==> config.mk <==
export PLATFORM = sky130hd
export DESIGN_NAME = mfs_fifo
export DESIGN_NICKNAME = d
export VERILOG_FILES = /design/src/design/mfs_fifo.sv
export SDC_FILE = /design/constraint.sdc
export NUM_CORES = 1
export LEC_CHECK = 0
export ABC_AREA = 1
export BUFFER_PORTS_ARGS = -buffer_cell sky130_fd_sc_hd__buf_2
export CELL_PAD_IN_SITES_DETAIL_PLACEMENT = 1
export CELL_PAD_IN_SITES_GLOBAL_PLACEMENT = 1
export CORE_UTILIZATION = 44
export DETAILED_ROUTE_END_ITERATION = 8
export GPL_ROUTABILITY_DRIVEN = 0
export HOLD_SLACK_MARGIN = 0.12
export MAX_ROUTING_LAYER = met4
export PLACE_DENSITY = 0.86
export SYNTH_ARGS = -nofsm -noshare
export SYNTH_HDL_FRONTEND = slang
export SYNTH_SLANG_ARGS = --single-unit
==> constraint.sdc <==
create_clock -name clk -period 2.17 [get_ports clk]
set_input_delay 0.3255 -clock clk [delete_from_list [all_inputs] [get_ports clk]]
set_output_delay 0.3255 -clock clk [all_outputs]
set_load 0.1 [all_outputs]
==> src/design/mfs_fifo.sv <==
// Small register queue used between front and engine and for results.
module mfs_fifo #(
  parameter int W     = 8,
  parameter int DEPTH = 4
) (
  input  logic         clk,
  input  logic         rst_n,
  input  logic         push,
  input  logic [W-1:0] wdata,
  output logic         full,
  input  logic         pop,
  output logic [W-1:0] rdata,
  output logic         empty
);
  localparam int PTR_W = (DEPTH > 1) ? $clog2(DEPTH) : 1;
  localparam int CNT_W = $clog2(DEPTH + 1);

  logic [W-1:0]     mem [DEPTH];
  logic [PTR_W-1:0] wr_r, rd_r;
  logic [CNT_W-1:0] cnt_r;
  logic             do_push, do_pop;

  assign full    = (cnt_r == CNT_W'(DEPTH));
  assign empty   = (cnt_r == '0);
  assign do_push = push && !full;
  assign do_pop  = pop && !empty;
  assign rdata   = mem[rd_r];

  always_ff @(posedge clk) begin
    if (do_push) mem[wr_r] <= wdata;
  end

  always_ff @(posedge clk) begin
    if (!rst_n) begin
      wr_r  <= '0;
      rd_r  <= '0;
      cnt_r <= '0;
    end else begin
      if (do_push) wr_r <= (wr_r == PTR_W'(DEPTH - 1)) ? '0 : wr_r + 1'b1;
      if (do_pop)  rd_r <= (rd_r == PTR_W'(DEPTH - 1)) ? '0 : rd_r + 1'b1;
      if (do_push && !do_pop)      cnt_r <= cnt_r + 1'b1;
      else if (do_pop && !do_push) cnt_r <= cnt_r - 1'b1;
    end
  end
endmodule

* Word level (Yosys, flattened, before mapping)
Memories as Yosys holds them, arrays and structs flattened. A register that Yosys moved wholly into a read port is not among the register bits.
Index checks and enable logic that the tools add are counted.
** Word-level totals
- Register bits :: 7
- Bits in writable memories :: 32
- Input bits :: 12
- Output and inout bits :: 10
- Logic and storage cells :: 29
- Memories kept :: 1
** Operators by class
- Add/subtract/negate cells :: 4
- Equal/unequal tests :: 3
- Muxes and demuxes :: 8
- Reduce and logical (&&, ||, !) cells :: 10
** Memory list
- mem :: depth 4, bits a word 8, rd ports 1, clocked after Yosys merged registers in 1, wr ports 1, RTL line 18 : logic [W-1:0] mem [DEPTH];
** Operators with widths (count)
- $mux W2 :: 4
- $mux W3 :: 2
- $add A2 B1 Y2 const B :: 2
- $eq A2 B2 Y1 const B :: 2
- $logic_and A1 B1 Y1 :: 4
- $logic_not A1 Y1 :: 4
- $add A3 B1 Y3 const B :: 1
- $eq A3 B3 Y1 const B :: 1
- $logic_not A3 Y1 :: 1
- $sub A3 B1 Y3 const B :: 1
- $mux W1 :: 2
- $reduce_bool A2 Y1 :: 1

* Depth between registers and ports, before layout
- Depth after elaboration :: 7
- Gate-level depth with buffers :: 13
- Depth with buffers taken out :: 13

* Worst setup path before layout
OpenSTA, ideal clock, no wires.
- Path type :: register to output
- From :: register with a tool-made name
- To :: output port rdata[5]
- Data arrival time :: 2.101 ns
- Data required time :: 1.845 ns
- Slack :: -0.257 ns
- Stages on the path, launching flop included :: 5
- Buffers on the path :: 1
- Cells stage by stage :: dfxtp_1 -> inv_2 -> buf_6 -> o21ai_2 -> o22ai_1
** RTL lines
- end: declaration :: RTL line 12 : output logic [W-1:0] rdata,

==> metrics.md <==
| Metric | Value |
|---|---|
| Gr usage total | `22.82%` |
| Ports | `22` |
| Ys flop type | `edfxtp_1` |
| # diodes | `0` |
| Die Span Y | `64.03 microns` |
| GRT overflow | `0` |
| Final Hold Fails | `0` |
| Rows | `22` |
| RSZ-0062 raised after global routing | `no` |
| Global-route wire length before repair | `6361 microns` |
| Vias in the first global route | `1,350` |
| Filler Cell Count | `410` |
| Largest net degree at the start of global routing | `17` |
| Via count | `1,192` |
| Top cell type's share of synthesized area | `56.76%` |
| Pre-Repair DR Iteration Count | `4` |
| Most numerous cell in the Yosys netlist | `nor2_1` |
| Endpoint, Worst Hold | `mem[0][4]` |
| Iter 0 DRT Violations | `28` |
| Fin crit period | `2.067 ns` |
| Reg2reg start | `cnt_r[1]` |
| Final ANT Viol Nets | `0` |
| Yosys top cell by area | `edfxtp_1` |
| Final WS setup | `0.1033 ns` |
| Final Routed Wirelength | `3840 microns` |
| Clock sink count | `41` |
| Hpwl dp | `2522 microns` |
| Achievable Freq | `483.9 MHz` |
| Hold_sp | `wdata[4]` |
| Status | `finished clean` |
| Synthesis-stage register bit count | `41` |
| Avg WL per Cell | `16.84 microns` |
| Setup slack at placement | `0.3064 ns` |
| Setup CP Type | `register to primary output` |
| CTS root buffer | `clkbuf_8` |
| Worst slew margin | `67.81%` |
| Reg2reg setup slack | `0.20 ns` |
| Clock buffer depth | `2` |
| Mapped Avg Cell Area | `11.44 sq um` |
| Worst r2r dst | `cnt_r[1]` |
| Post-CTS setup buffers | `0` |
| Arr. time, crit path | `1.74 ns` |
| H-Tree Level Count | `2` |
| Number of flops mapped to enable cells by yosys | `32` |
| Post-synthesis cell area | `1693 sq um` |
| Endpoint class of the critical path | `primary output` |
| Max FO, Critical Path | `9` |
| Skew final | `0.003774 ns` |
| Worst-path clk slew | `0.08 ns` |
| Core Region | `3689 sq um` |
| Setup violators final | `0` |
| Netlist cell types | `18` |
| Num CTS Buffers | `5` |
| Worst hold path class | `input pin to register` |
| Max cap viols | `0` |
| WHS Path Cells | `1` |
| Die X-Extent | `64.03 microns` |
| Data required, critical path | `1.84 ns` |
| Post-Syn Nets | `167` |
| Fin area | `2021 sq um` |
| Post-Synthesis Cells | `148` |
| Synth area leaders | `edfxtp_1 57%, dfxtp_1 11%, nor2_1 7.3%` |
| Seq/Total Area, Yosys | `67.41%` |
| Skew-Pair Late Insertion Delay | `0.30 ns` |
| Starting Density | `45.90%` |
| Slew @ Worst Pin | `0.4862 ns` |
| Reg2reg path depth | `9` |
| Initial antenna violation count | `0` |
| Synth Warn # | `0` |
| Drt drc | `0` |
| Proportion of layout cells with a drive suffix above 1 | `26.11%` |
| Final Max Slew Viols | `0` |
| Final-stage net count | `198` |
| Crit share post-route | `95.24%` |
| Startpoint types | `register` |
| Die area | `4099 sq um` |
| Vias/cell | `5.228` |
| Dpl cell area | `1923 sq um` |
| Commonest cells post-synth | `33 x nor2_1, 32 x edfxtp_1, 18 x inv_1, 14 x nand2_1, 14 x o21ai_0` |
| Ys async rst share | `0%` |
| Layout area overhead | `19.36%` |
| CTS tree | `built` |
| Minimum hold slack | `0.2462 ns` |
| I/O Buffers | `21` |
| Total negative slack | `0 ns` |
-- how the worst max path moves through the flow --
stage               endpoint  depth (start not counted)  slack [ns]
floorplan           rdata[6]                          3        0.35
global placement    cnt_r[1]                          9        0.38
detailed placement  cnt_r[1]                          9        0.31
CTS                 rdata[7]                          4        0.03
global route        rdata[0]                          4       0.002
finish              rdata[0]                          4        0.10
-- state kept, by name, summed over array words and instances, names as in the netlist, named ones only --
| name | flops |
|---|---|
| mem | 32 |
| cnt_r | 3 |
| rd_r | 2 |
| wr_r | 2 |
-- cells by family after synthesis --
| family | after synthesis | synth area share, % |
|---|---|---|
| and+or+nand+nor | 51 | 11.90 |
| DFF | 41 | 67.41 |
| adders and majority gates | 7 | 5.617 |
| buffers and inverters | 21 | 5.543 |
| AOI/OAI and AO/OA | 28 | 9.535 |
-- routing by layer --
layer	wire length, microns	vias up	global-route usage [%]	share of wire, %
met5	0	-	-	0
met1	1422	590	21.96	37
met4	170	0	13.07	4.4
met2	2145	24	41.22	56
li1	-	562	-	-
met3	102	16	5.536	2.7
-- placed cells by master (no fill, tap or decap) --
master	n
ha_1	6
o22ai_2	8
a21oi_1	2
clkbuf_8	5
clkinv_1	1
nand2_1	14
nand4_1	1
fa_1	1
inv_2	1
dfxtp_2	1
nand3b_1	1
o21ai_2	3
inv_1	18
nand2_2	1
clkbuf_4	3
buf_2	17
clkinv_2	1
clkinv_4	1
o21ai_1	1
nor2_1	33
edfxtp_1	32
dfxtp_1	8
buf_4	6
o21ai_0	14
nand3_1	1
-- layout make-up --
type / count / area (sq um) / share of cell area, %
Sequential cell: 41 / 1142 / 56.53
Multi-Input combinational cell: 86 / 508.0 / 25.14
Clock inverter: 3 / 17.52 / 0.8669
Tap cell: 48 / 60.06 / 2.972
Timing Repair Buffer: 26 / 152.6 / 7.554
Inverter: 19 / 71.32 / 3.529
Clock buffer: 5 / 68.82 / 3.406
-- repair_timing --
action                                  4_1_cts  5_1_grt
gates resized for setup                       1        4
endpoints found under the setup margin        1        3
hold buffers                                  0        0
-- critical path: stages (launching register included) --
cell and delay, ns:
dfxtp_1 0.42, inv_1 0.29, o21ai_0 0.18, o22ai_2 0.11, buf_2 0.44
-- through the flow --
| step | std cells | utilization (%) |
|---|---|---|
| final | 228 | 54.78 |
| after global routing | 228 | 54.78 |
| after CTS | 228 | 54.55 |
| after detailed placement | 220 | 52.14 |
| after global placement | 220 | 52.14 |
| after floorplan | 148 | - |
Power is left out: the tool's default activity adds up to more than one toggle a clock period on the data nets, which glitch-free logic cannot reach.
